## src/rtl/mtrb_pkg.sv

```systemverilog
// ============================================================================
// mtrb_pkg
// Shared types and constants for the Modbus TCP request builder: command and
// result payloads, the classified frame descriptor, area and function codes.
// ============================================================================
package mtrb_pkg;

   // Frame geometry
   localparam int unsigned FrameBytes = 12;
   localparam int unsigned IdxWidth   = $clog2(FrameBytes);
   localparam logic [IdxWidth-1:0] IdxLast = IdxWidth'(FrameBytes - 1);

   // Byte positions with fixed meaning
   localparam logic [IdxWidth-1:0] IdxLen      = IdxWidth'(5);
   localparam logic [IdxWidth-1:0] IdxUnit     = IdxWidth'(6);
   localparam logic [IdxWidth-1:0] IdxFunc     = IdxWidth'(7);
   localparam logic [IdxWidth-1:0] IdxAddrHi   = IdxWidth'(8);
   localparam logic [IdxWidth-1:0] IdxAddrLo   = IdxWidth'(9);
   localparam logic [IdxWidth-1:0] IdxWordHi   = IdxWidth'(10);
   localparam logic [IdxWidth-1:0] IdxWordLo   = IdxWidth'(11);

   // Header length field (unit id + PDU)
   localparam logic [7:0] HdrLength = 8'd6;

   // Command kinds
   localparam logic KindRead  = 1'b0;
   localparam logic KindWrite = 1'b1;

   // Data areas
   localparam logic [2:0] AreaCoils     = 3'd0;
   localparam logic [2:0] AreaDiscrete  = 3'd1;
   localparam logic [2:0] AreaInputReg  = 3'd2;
   localparam logic [2:0] AreaHoldReg   = 3'd3;
   localparam logic [2:0] AreaInputBits = 3'd4;
   localparam logic [2:0] AreaHoldBits  = 3'd5;

   // Function codes
   localparam logic [7:0] FcReadCoils    = 8'd1;
   localparam logic [7:0] FcReadDiscrete = 8'd2;
   localparam logic [7:0] FcReadHolding  = 8'd3;
   localparam logic [7:0] FcReadInput    = 8'd4;
   localparam logic [7:0] FcWriteCoil    = 8'd5;
   localparam logic [7:0] FcWriteReg     = 8'd6;

   // Write encoding and reply lengths
   localparam logic [15:0] CoilOnValue  = 16'hff00;
   localparam logic [8:0]  ReplyWrite   = 9'd12;
   localparam logic [8:0]  ReplyBitBase = 9'd10;
   localparam logic [8:0]  ReplyRegBase = 9'd9;

   // Status codes
   localparam logic StatusOk    = 1'b0;
   localparam logic StatusUnsup = 1'b1;

   typedef struct packed {
      logic        kind;
      logic [7:0]  unit_id;
      logic [2:0]  area;
      logic [15:0] start_address;
      logic [3:0]  bit_offset;
      logic [7:0]  length;
      logic [15:0] write_value;
   } req_type;

   typedef struct packed {
      logic [7:0] frame_byte;
      logic       last;
      logic [8:0] expected_response_length;
      logic       status;
   } rsp_type;

   // Classified command, ready to serialize
   typedef struct packed {
      logic        unsup;
      logic [7:0]  unit_id;
      logic [7:0]  func;
      logic [15:0] zaddr;
      logic [15:0] word;
      logic [8:0]  reply;
   } desc_type;

   // Queue status seen by the front and back ends
   typedef struct packed {
      logic full;
      logic nonempty;
   } qstat_type;

endpackage

```

## src/rtl/modbus_tcp_request_builder.sv

```systemverilog
// ============================================================================
// modbus_tcp_request_builder
// Builds 12-byte Modbus TCP read and single-write request frames.
// ============================================================================
//
//   channel   ports                     handshake
//   -------   -----------------------   ----------------------------------
//   command   start, busy, req_data     transfer when start && !busy
//   result    rsp_strobe, rsp_data      one cycle per result, no backpressure
//
// A valid command gives twelve results on consecutive cycles; an unsupported
// one gives a single flagged result. The serializer sends one byte per cycle,
// so each valid command holds it for twelve bytes, set by the byte index counter.
// Each command passes the front stage, the queue and the serializer's descriptor and result registers.
// Reset is synchronous and empties the front stage, queue and serializer.
// busy rises only while the front stage holds a command and the queue is full.
module modbus_tcp_request_builder (
   input  logic              clock,
   input  logic              reset,
   input  logic              start,
   output logic              busy,
   input  mtrb_pkg::req_type req_data,
   output logic              rsp_strobe,
   output mtrb_pkg::rsp_type rsp_data
);
   import mtrb_pkg::*;

   logic      push;
   logic      pop;
   desc_type  push_desc;
   desc_type  head_desc;
   qstat_type qstat;

   mtrb_front u_front (
      .clock     (clock),
      .reset     (reset),
      .start     (start),
      .busy      (busy),
      .req_data  (req_data),
      .qstat     (qstat),
      .push      (push),
      .push_desc (push_desc)
   );

   mtrb_queue u_queue (
      .clock (clock),
      .reset (reset),
      .push  (push),
      .wdata (push_desc),
      .pop   (pop),
      .rdata (head_desc),
      .qstat (qstat)
   );

   mtrb_back u_back (
      .clock      (clock),
      .reset      (reset),
      .desc       (head_desc),
      .qstat      (qstat),
      .pop        (pop),
      .rsp_strobe (rsp_strobe),
      .rsp_data   (rsp_data)
   );

   // An unsupported result is always a lone, final result
   assert property (@(posedge clock) disable iff (reset)
      rsp_strobe && rsp_data.status == StatusUnsup |-> rsp_data.last)
      else $error("unsupported result not marked last");

   // Frame bytes go out back to back until the last one
   assert property (@(posedge clock) disable iff (reset)
      rsp_strobe && !rsp_data.last |=> rsp_strobe)
      else $error("gap inside a frame");

   // Reply length appears only with the final byte
   assert property (@(posedge clock) disable iff (reset)
      rsp_strobe && !rsp_data.last |-> rsp_data.expected_response_length == 9'd0)
      else $error("reply length before last byte");

endmodule

```

## src/rtl/mtrb_front.sv

```systemverilog
// ============================================================================
// mtrb_front
// Command front end: takes a command, classifies it into a frame descriptor
// and holds it in one register stage until the queue takes it.
// ============================================================================
module mtrb_front (
   input  logic               clock,
   input  logic               reset,
   input  logic               start,
   output logic               busy,
   input  mtrb_pkg::req_type  req_data,
   input  mtrb_pkg::qstat_type qstat,
   output logic               push,
   output mtrb_pkg::desc_type push_desc
);
   import mtrb_pkg::*;

   logic     front_valid_ff, front_valid_in;
   desc_type front_desc_ff, front_desc_in;
   logic     take;
   logic [8:0] bit_sum;
   logic [4:0] bit_words;

   // Hold off commands while the stage is full and the queue cannot drain it
   assign push  = front_valid_ff && !qstat.full;
   assign busy  = front_valid_ff && qstat.full;
   assign take  = start && !busy;
   assign push_desc = front_desc_ff;

   assign bit_sum   = {1'b0, req_data.length} + {5'b0, req_data.bit_offset};
   assign bit_words = 5'(bit_sum[8:4]) + 5'd1;

   // Classify the command
   always_comb begin
      front_desc_in         = '0;
      front_desc_in.unit_id = req_data.unit_id;
      front_desc_in.zaddr   = req_data.start_address - 16'd1;
      if (req_data.kind == KindRead) begin
         case (req_data.area)
            AreaCoils, AreaDiscrete: begin
               front_desc_in.func = (req_data.area == AreaCoils) ? FcReadCoils
                                                                 : FcReadDiscrete;
               front_desc_in.word = {8'b0, req_data.length};
               if (req_data.length == 8'd0) begin
                  front_desc_in.reply = ReplyBitBase;
               end else begin
                  front_desc_in.reply = ReplyBitBase
                                      + {4'b0, 5'((req_data.length - 8'd1) >> 3)};
               end
            end
            AreaInputReg, AreaHoldReg: begin
               front_desc_in.func = (req_data.area == AreaInputReg) ? FcReadInput
                                                                    : FcReadHolding;
               front_desc_in.word  = {9'b0, req_data.length[7:1]};
               front_desc_in.reply = {1'b0, req_data.length} + ReplyRegBase;
            end
            AreaInputBits, AreaHoldBits: begin
               front_desc_in.func = (req_data.area == AreaInputBits) ? FcReadInput
                                                                     : FcReadHolding;
               front_desc_in.word  = {11'b0, bit_words};
               front_desc_in.reply = {3'b0, bit_words, 1'b0} + ReplyRegBase;
            end
            default: begin
               front_desc_in.unsup = 1'b1;
            end
         endcase
      end else if (req_data.area == AreaCoils && req_data.length == 8'd1) begin
         front_desc_in.func  = FcWriteCoil;
         front_desc_in.word  = req_data.write_value[0] ? CoilOnValue : 16'h0000;
         front_desc_in.reply = ReplyWrite;
      end else if (req_data.area == AreaHoldReg && req_data.length == 8'd2) begin
         front_desc_in.func  = FcWriteReg;
         front_desc_in.word  = req_data.write_value;
         front_desc_in.reply = ReplyWrite;
      end else begin
         front_desc_in.unsup = 1'b1;
      end
   end

   assign front_valid_in = take || (front_valid_ff && !push);

   // Hold the classified command
   always_ff @(posedge clock) begin
      if (reset) begin
         front_valid_ff <= 1'b0;
      end else begin
         front_valid_ff <= front_valid_in;
      end
   end

   always_ff @(posedge clock) begin
      if (take) begin
         front_desc_ff <= front_desc_in;
      end
   end

endmodule

```

## src/rtl/mtrb_queue.sv

```systemverilog
// ============================================================================
// mtrb_queue
// Two-entry descriptor queue between the front end and the serializer.
// ============================================================================
module mtrb_queue (
   input  logic                clock,
   input  logic                reset,
   input  logic                push,
   input  mtrb_pkg::desc_type  wdata,
   input  logic                pop,
   output mtrb_pkg::desc_type  rdata,
   output mtrb_pkg::qstat_type qstat
);
   import mtrb_pkg::*;

   desc_type   entry_ff [2];
   logic       wr_ptr_ff, wr_ptr_in;
   logic       rd_ptr_ff, rd_ptr_in;
   logic [1:0] count_ff, count_in;

   assign qstat.full     = (count_ff == 2'd2);
   assign qstat.nonempty = (count_ff != 2'd0);
   assign rdata          = entry_ff[rd_ptr_ff];

   // Advance pointers and occupancy
   always_comb begin
      wr_ptr_in = wr_ptr_ff ^ push;
      rd_ptr_in = rd_ptr_ff ^ pop;
      count_in  = count_ff + {1'b0, push} - {1'b0, pop};
   end

   always_ff @(posedge clock) begin
      if (reset) begin
         wr_ptr_ff <= 1'b0;
         rd_ptr_ff <= 1'b0;
         count_ff  <= 2'd0;
      end else begin
         wr_ptr_ff <= wr_ptr_in;
         rd_ptr_ff <= rd_ptr_in;
         count_ff  <= count_in;
      end
   end

   always_ff @(posedge clock) begin
      if (push) begin
         entry_ff[wr_ptr_ff] <= wdata;
      end
   end

endmodule

```

## src/rtl/mtrb_back.sv

```systemverilog
// ============================================================================
// mtrb_back
// Frame serializer: pulls descriptors from the queue and sends one frame byte
// per cycle, or a single flagged result for an unsupported command.
// ============================================================================
module mtrb_back (
   input  logic                clock,
   input  logic                reset,
   input  mtrb_pkg::desc_type  desc,
   input  mtrb_pkg::qstat_type qstat,
   output logic                pop,
   output logic                rsp_strobe,
   output mtrb_pkg::rsp_type   rsp_data
);
   import mtrb_pkg::*;

   logic                active_ff, active_in;
   logic [IdxWidth-1:0] idx_ff, idx_in;
   desc_type            cur_ff;
   logic                done;
   logic                rsp_strobe_ff;
   rsp_type             rsp_data_ff, rsp_data_in;
   logic [7:0]          byte_sel;

   assign done = active_ff && (cur_ff.unsup || idx_ff == IdxLast);
   assign pop  = qstat.nonempty && (!active_ff || done);

   // Advance the byte index
   always_comb begin
      active_in = pop || (active_ff && !done);
      if (pop) begin
         idx_in = '0;
      end else if (active_ff && !done) begin
         idx_in = idx_ff + IdxWidth'(1);
      end else begin
         idx_in = idx_ff;
      end
   end

   // Select the current frame byte
   always_comb begin
      case (idx_ff)
         IdxLen:    byte_sel = HdrLength;
         IdxUnit:   byte_sel = cur_ff.unit_id;
         IdxFunc:   byte_sel = cur_ff.func;
         IdxAddrHi: byte_sel = cur_ff.zaddr[15:8];
         IdxAddrLo: byte_sel = cur_ff.zaddr[7:0];
         IdxWordHi: byte_sel = cur_ff.word[15:8];
         IdxWordLo: byte_sel = cur_ff.word[7:0];
         default:   byte_sel = 8'h00;
      endcase
   end

   always_comb begin
      rsp_data_in = '0;
      if (cur_ff.unsup) begin
         rsp_data_in.last   = 1'b1;
         rsp_data_in.status = StatusUnsup;
      end else begin
         rsp_data_in.frame_byte = byte_sel;
         rsp_data_in.last       = (idx_ff == IdxLast);
         rsp_data_in.status     = StatusOk;
         if (idx_ff == IdxLast) begin
            rsp_data_in.expected_response_length = cur_ff.reply;
         end
      end
   end

   always_ff @(posedge clock) begin
      if (reset) begin
         active_ff     <= 1'b0;
         idx_ff        <= '0;
         rsp_strobe_ff <= 1'b0;
      end else begin
         active_ff     <= active_in;
         idx_ff        <= idx_in;
         rsp_strobe_ff <= active_ff;
      end
   end

   // Load the next descriptor and register the result
   always_ff @(posedge clock) begin
      if (pop) begin
         cur_ff <= desc;
      end
      rsp_data_ff <= rsp_data_in;
   end

   assign rsp_strobe = rsp_strobe_ff;
   assign rsp_data   = rsp_data_ff;

endmodule
```

## config.mk

```make
export PLATFORM = sky130hd
export DESIGN_NAME = modbus_tcp_request_builder
export DESIGN_NICKNAME = d
export VERILOG_FILES = /design/src/rtl/mtrb_pkg.sv /design/src/rtl/modbus_tcp_request_builder.sv /design/src/rtl/mtrb_front.sv /design/src/rtl/mtrb_queue.sv /design/src/rtl/mtrb_back.sv
export SDC_FILE = /design/constraint.sdc
export NUM_CORES = 1
export LEC_CHECK = 0
export BUFFER_PORTS_ARGS = -buffer_cell sky130_fd_sc_hd__buf_2
export CAP_MARGIN = 25
export CORE_ASPECT_RATIO = 0.9
export CORE_MARGIN = 3
export CORE_UTILIZATION = 55
export DETAILED_ROUTE_END_ITERATION = 10
export GPL_TIMING_DRIVEN = 1
export MAX_ROUTING_LAYER = met4
export PLACE_DENSITY_LB_ADDON = 0.05
export SETUP_SLACK_MARGIN = 0.4
export SLEW_MARGIN = 40
export SYNTH_ARGS = -nofsm -noshare
export SYNTH_HDL_FRONTEND = slang
export SYNTH_HIERARCHICAL = 1
export SYNTH_SLANG_ARGS = --single-unit
```

## constraint.sdc

```tcl
create_clock -name clock -period 6.8 [get_ports clock]
set_clock_uncertainty 0.1 [all_clocks]
set_input_delay 1.7 -clock clock [delete_from_list [all_inputs] [get_ports clock]]
set_output_delay 1.7 -clock clock [all_outputs]
set_load 0.02 [all_outputs]
```

==> results of run 1 <==
==> synth_stat cells (4+ instances only) <==
| cell | n |
|---|---|
| o31ai_1 | 4 |
| o211ai_1 | 7 |
| mux2_4 | 10 |
| nor3_1 | 9 |
| a211oi_1 | 4 |
| clkbuf_1 | 9 |
| ha_1 | 20 |
| a21oi_1 | 21 |
| xnor2_1 | 17 |
| o21ai_0 | 6 |
| buf_4 | 8 |
| nand3_1 | 9 |
| o21a_1 | 8 |
| nand2_1 | 37 |
| mux2_2 | 49 |
| buf_6 | 7 |
| dfxtp_1 | 30 |
| nor2b_1 | 13 |
| a221oi_1 | 5 |
| buf_2 | 12 |
| a22oi_1 | 24 |
| nor2_1 | 33 |
| or3_1 | 5 |
| mux2i_1 | 8 |
| a31oi_1 | 4 |
| nand2b_1 | 6 |
| edfxtp_1 | 227 |
| and2_1 | 11 |
| xor2_1 | 12 |
| inv_1 | 16 |
==> routing by layer <==
layer / wire length [µm] / up-vias
met5: 0 / -
met4: 580 / 0
met3: 1070 / 42
met2: 9780 / 182
met1: 9230 / 2838
li1: - / 2717
==> final cells by class <==
| class | instances | area, µm² | share of cell area |
|---|---|---|---|
| flip-flops and latches | 257 | 7420 | 0.617 |
| multi-input cells | 371 | 2900 | 0.242 |
| clock buffers | 33 | 771 | 0.0642 |
| repair buffers | 85 | 464 | 0.0386 |
| well taps | 245 | 307 | 0.0255 |
| clock inverters | 15 | 91.3 | 0.00760 |
| inverters | 16 | 60.1 | 0.00500 |
==> kinds of logic after synthesis <==
family	after synthesis	share of synthesized area
flops	257	0.700
simple gates	149	0.0766
compound gates	99	0.0672
mux	67	0.0738
buf+inv	56	0.0303
xor+xnor	31	0.0282
fa+ha+maj	20	0.0236
other cells	1	0.000354
==> critical path: stages <==
cell and delay (ps):
buf_2 170, ha_1 300, o21ai_0 280, a22oi_1 210, xnor2_1 270, inv_1 70, ha_1 220, xor2_1 160
xnor2_1 200, inv_1 80, ha_1 270, nand2_1 70, nor2_1 40, a21oi_1 180, a21oi_2 80
==> worst paths after layout <==
| check | from | endpoint | slack (ps) |
|---|---|---|---|
| max | req_data[18] | u_front/push_desc[4] | 2660 |
| min | u_back/cur_ff[4] | u_back/rsp_data[5] | 340 |
| max reg2reg | u_back/idx_ff[0] | u_back/cur_ff[10] | 3720 |
| min reg2reg | u_back/cur_ff[4] | u_back/rsp_data[5] | 340 |
==> registers in the layout (all words and copies together), names as in the netlist <==
register / count
u_queue/entry_ff: 116
u_back/cur_ff: 58
u_front/push_desc: 53
u_back/rsp_data: 19
u_back/idx_ff: 4
u_queue/count_ff: 2
u_back/active_ff: 1
u_back/rsp_strobe: 1
u_front/front_valid_ff: 1
u_queue/rd_ptr_ff: 1
u_queue/wr_ptr_ff: 1
==> per-stage QoR <==
step / area [µm²] / power, W
global placement: 11100 / 0.00275
detailed placement: 11100 / 0.00277
global route: 12000 / 0.00429
floorplan: 10600 / 0.00259
CTS: 12000 / 0.00416
finish: 12000 / 0.00411
==> power breakdown <==
group / internal, W / switching (W)
Combinational: 0.000230 / 0.000353
Sequential: 0.00206 / 0.0000994
Clock: 0.000804 / 0.000571
==> impl_metrics.env, run 1 <==
export IMPL_outcome="complete, no violations"
export IMPL_busiest_layer="met2"
export IMPL_fillers=1365
export IMPL_cp_required_ps=6960
export IMPL_rsz0062_at_grt="false"
export IMPL_yosysSeqAreaShare=0.700
export IMPL_initial_utilization=0.568
export IMPL_grtUsageMet2=0.332
export IMPL_drt_iter0_drc=386
export IMPL_hold_path_class="reg2reg"
export IMPL_placed_cells=974
export IMPL_tns_ps=0
export IMPL_synth_top_area_cell="edfxtp_1"
export IMPL_hold_depth=1
export IMPL_yosys_top_cells_area="edfxtp_1, dfxtp_1, mux2_2, ha_1, a22oi_1"
export IMPL_grt_pass1_vias=5903
export IMPL_cts_resized=0
export IMPL_track_usage=0.203
export IMPL_hold_worst_slack_ps=340
export IMPL_synth_cell_types=65
export IMPL_ant_nets=0
export IMPL_synth_top_area_share=0.643
export IMPL_gp_congestion=0.910
export IMPL_ios=80
export IMPL_antenna_found_initial=0
export IMPL_synth_edf_count=227
export IMPL_finalHoldViolCount=0
export IMPL_relSlewSlack=0.461
export IMPL_min_period_ps=4140
export IMPL_grt_pass1_wl_um=32200
export IMPL_worstPathArrival_ps=4290
export IMPL_syn_area_um2=10600
export IMPL_diodes=0
export IMPL_dp_slack_ps=2140
export IMPL_use_met3=0.0314
export IMPL_use_met1=0.273
export IMPL_cts_setup_buffers=0
export IMPL_peakVddDrop_mv=0.174
export IMPL_fin_util=0.644
export IMPL_wl_per_cell_um=20.2
export IMPL_maxSlewViolCount=0
export IMPL_fmax_ghz=0.242
export IMPL_grt_overflow=0
export IMPL_critPathKind="in2reg"
export IMPL_ff2ff_path_depth=4
export IMPL_path_max_fanout=10
export IMPL_period_share=0.608
export IMPL_setup_violations=0
export IMPL_yosys_warnings=6
export IMPL_async_flop_share=0
export IMPL_clock_sinks=257
export IMPL_syn_to_final_growth_pct=13.4
export IMPL_clockBufferDepth=3
export IMPL_grt_max_degree=60
export IMPL_core_area_um2=18600
export IMPL_row_count=47
export IMPL_tightest_slew_ps=809
export IMPL_final_common_cell="edfxtp_1"
export IMPL_cp_end_kind="flip-flop"
export IMPL_dieArea_um2=21000
export IMPL_layout_nets=836
export IMPL_synth_ff_type="edfxtp_1"
export IMPL_startpoint_type="primary input"
export IMPL_post_route_drc_count=0
export IMPL_final_cells=1022
export IMPL_syn_inst=680
export IMPL_final_cell_mix="edfxtp_1, buf_2, mux2_2"
export IMPL_worstSkewPairLatency_ps=530
export IMPL_htree_num_levels=1
export IMPL_drt_total_wl_um=20700
export IMPL_ys_ff_latch=257
export IMPL_die_w_um=152
export IMPL_cts_buffers=26
export IMPL_layout_setup_ws_ps=2660
export IMPL_via_per_inst=5.65
export IMPL_power_per_cell_area_nw_per_um2=342
export IMPL_route_vias_total=5779
export IMPL_drive_gt1_frac=0.268
export IMPL_leakagePower_nw=4.38
export IMPL_cts_tree="done"
export IMPL_ctsHoldBuffers=0
export IMPL_max_cap_violations=0
export IMPL_die_h_um=138
export IMPL_cts_root_buffer="clkbuf_16"
export IMPL_cts_clk_slew_worst_paths_ps=70
export IMPL_syn_avg_cell_area_um2=15.6
export IMPL_first_pass_iters=4
export IMPL_dp_hpwl_um=13300
export IMPL_portBuffers=79
No activity file was read; power rests on OpenSTA's default activity.
==> run 2, diff against run 1 <==
Clock period 6.8 ns to 4.3 ns, I/O delays scaled along.
==> impl_metrics.env, run 2 (synthesis results as in run 1) <==
export IMPL_outcome="complete, no violations"
export IMPL_relSlewSlack=0.486
export IMPL_post_route_drc_count=0
export IMPL_r2r_slack_ps=1700
export IMPL_die_w_um=152
export IMPL_tns_ps=0
export IMPL_core_area_um2=18600
export IMPL_dp_slack_ps=224
export IMPL_p_comb_frac=0.135
export IMPL_hold_path_class="reg2reg"
export IMPL_seq_power_share=0.525
export IMPL_multi_input_area_um2=2920
export IMPL_path_max_fanout=10
export IMPL_ff2ff_path_depth=9
export IMPL_power_per_cell_area_nw_per_um2=542
export IMPL_antenna_found_initial=0
export IMPL_max_cap_violations=0
export IMPL_cts_root_buffer="clkbuf_16"
export IMPL_min_period_ps=3610
export IMPL_fin_total_pwr_w=0.00653
export IMPL_ant_nets=0
export IMPL_startpoint_type="primary input"
export IMPL_period_share=0.841
export IMPL_row_count=47
export IMPL_grt_pass1_vias=5571
export IMPL_cts_tree="done"
export IMPL_crit_path_start="req_data[18]"
export IMPL_rsz0062_at_grt="false"
export IMPL_ios=80
export IMPL_tightest_slew_ps=772
export IMPL_dp_hpwl_um=12900
export IMPL_cts_clk_slew_worst_paths_ps=60
export IMPL_diodes=0
export IMPL_rr_startpoint="u_back/idx_ff[0]"
export IMPL_critPathKind="in2reg"
export IMPL_p_int_w=0.00495
export IMPL_cp_required_ps=4470
export IMPL_final_common_cell="edfxtp_1"
export IMPL_htree_num_levels=1
export IMPL_gp_congestion=0.950
export IMPL_die_h_um=138
export IMPL_rr_endpoint="u_queue/count_ff[1]"
export IMPL_clock_sinks=257
export IMPL_route_vias_total=5731
export IMPL_p_clk_frac=0.340
export IMPL_grt_overflow=0
export IMPL_track_usage=0.188
export IMPL_cp_end_kind="flip-flop"
export IMPL_setup_violations=0
export IMPL_grt_pass1_wl_um=30200
export IMPL_leakagePower_nw=4.39
export IMPL_wl_per_cell_um=19.0
export IMPL_syn_to_final_growth_pct=13.7
export IMPL_swShare=0.241
export IMPL_drt_total_wl_um=19400
export IMPL_worstSkewPairLatency_ps=520
export IMPL_cts_buffers=26
export IMPL_crit_end="u_front/push_desc[4]"
export IMPL_layout_nets=837
export IMPL_portBuffers=79
export IMPL_worstPathArrival_ps=3780
export IMPL_clockBufferDepth=3
export IMPL_peakVddDrop_mv=0.323
export IMPL_cts_setup_buffers=0
export IMPL_initial_utilization=0.568
export IMPL_cts_resized=0
export IMPL_fillers=1332
export IMPL_register_area_um2=7420
export IMPL_largest_reg_flops=116
export IMPL_fmax_ghz=0.277
export IMPL_drt_iter0_drc=401
export IMPL_drive_gt1_frac=0.258
export IMPL_finalHoldViolCount=0
export IMPL_regMostFlops="u_queue/entry_ff"
export IMPL_final_cell_mix="edfxtp_1, buf_2, mux2_2"
export IMPL_dieArea_um2=21000
export IMPL_ctsHoldBuffers=0
export IMPL_via_per_inst=5.60
export IMPL_maxSlewViolCount=0
export IMPL_first_pass_iters=6
export IMPL_grt_max_degree=54
export IMPL_layout_setup_ws_ps=685
export IMPL_p_sw_w=0.00158
[run 2: power groups by stage]
stage	clock network, W	logic [W]	registers (W)
after detailed placement	0	0.000892	0.00348
after CTS	0.00227	0.000897	0.00343
after global placement	0	0.000859	0.00347
after floorplan	0	0.000672	0.00341
final	0.00222	0.000884	0.00343
after global routing	0.00237	0.000965	0.00346
[run 2: layout make-up]
| class | instances | area share |
|---|---|---|
| inverters | 16 | 0.00499 |
| clock inverters | 18 | 0.0139 |
| clock buffers | 30 | 0.0570 |
| multi-input cells | 371 | 0.242 |
| well taps | 245 | 0.0254 |
| repair buffers | 86 | 0.0403 |
| flip-flops and latches | 257 | 0.616 |
[run 2: layer usage]
metal  global-route usage  wire length (µm)  vias to the layer above
li1                     -                 -                     2712
met1                0.274              9140                     2796
met2                0.281              8890                      184
met3               0.0330               990                       39
met4               0.0414               368                        0
met5                    -                 0                        -
[run 2: per-stage QoR]
stage                util  area (µm²)  cells  hold slack (ps)
CTS                 0.646       12000   1023              342
global route        0.646       12000   1023              350
floorplan               -       10600    684              320
detailed placement  0.600       11200    975              328
global placement    0.598       11100    973              324
finish              0.646       12000   1023              339
[run 2: worst min-delay path by stage]
| stage | endpoint | cells past startpoint | from | slack, ps |
|---|---|---|---|---|
| floorplan | u_back/rsp_data[1] | 1 | u_back/cur_ff[0] | 320 |
| global placement | u_back/rsp_data[7] | 1 | u_back/cur_ff[6] | 320 |
| detailed placement | u_back/rsp_data[4] | 1 | u_back/cur_ff[3] | 330 |
| CTS | u_back/rsp_data[4] | 1 | u_back/cur_ff[3] | 340 |
| global route | u_queue/entry_ff[1][14] | 0 | u_front/push_desc[14] | 350 |
| finish | u_back/rsp_data[4] | 1 | u_back/cur_ff[3] | 340 |
[run 2: worst max-delay path, cell delays in order]
cell and delay (ps):
buf_2 170, ha_1 300, o21ai_0 330, a22oi_1 240
xnor2_1 300, inv_1 70, ha_1 220, xor2_1 160
xnor2_1 200, inv_1 90, ha_1 270, nand2_1 70
nor2_1 40, a21oi_1 170, a21oi_2 80
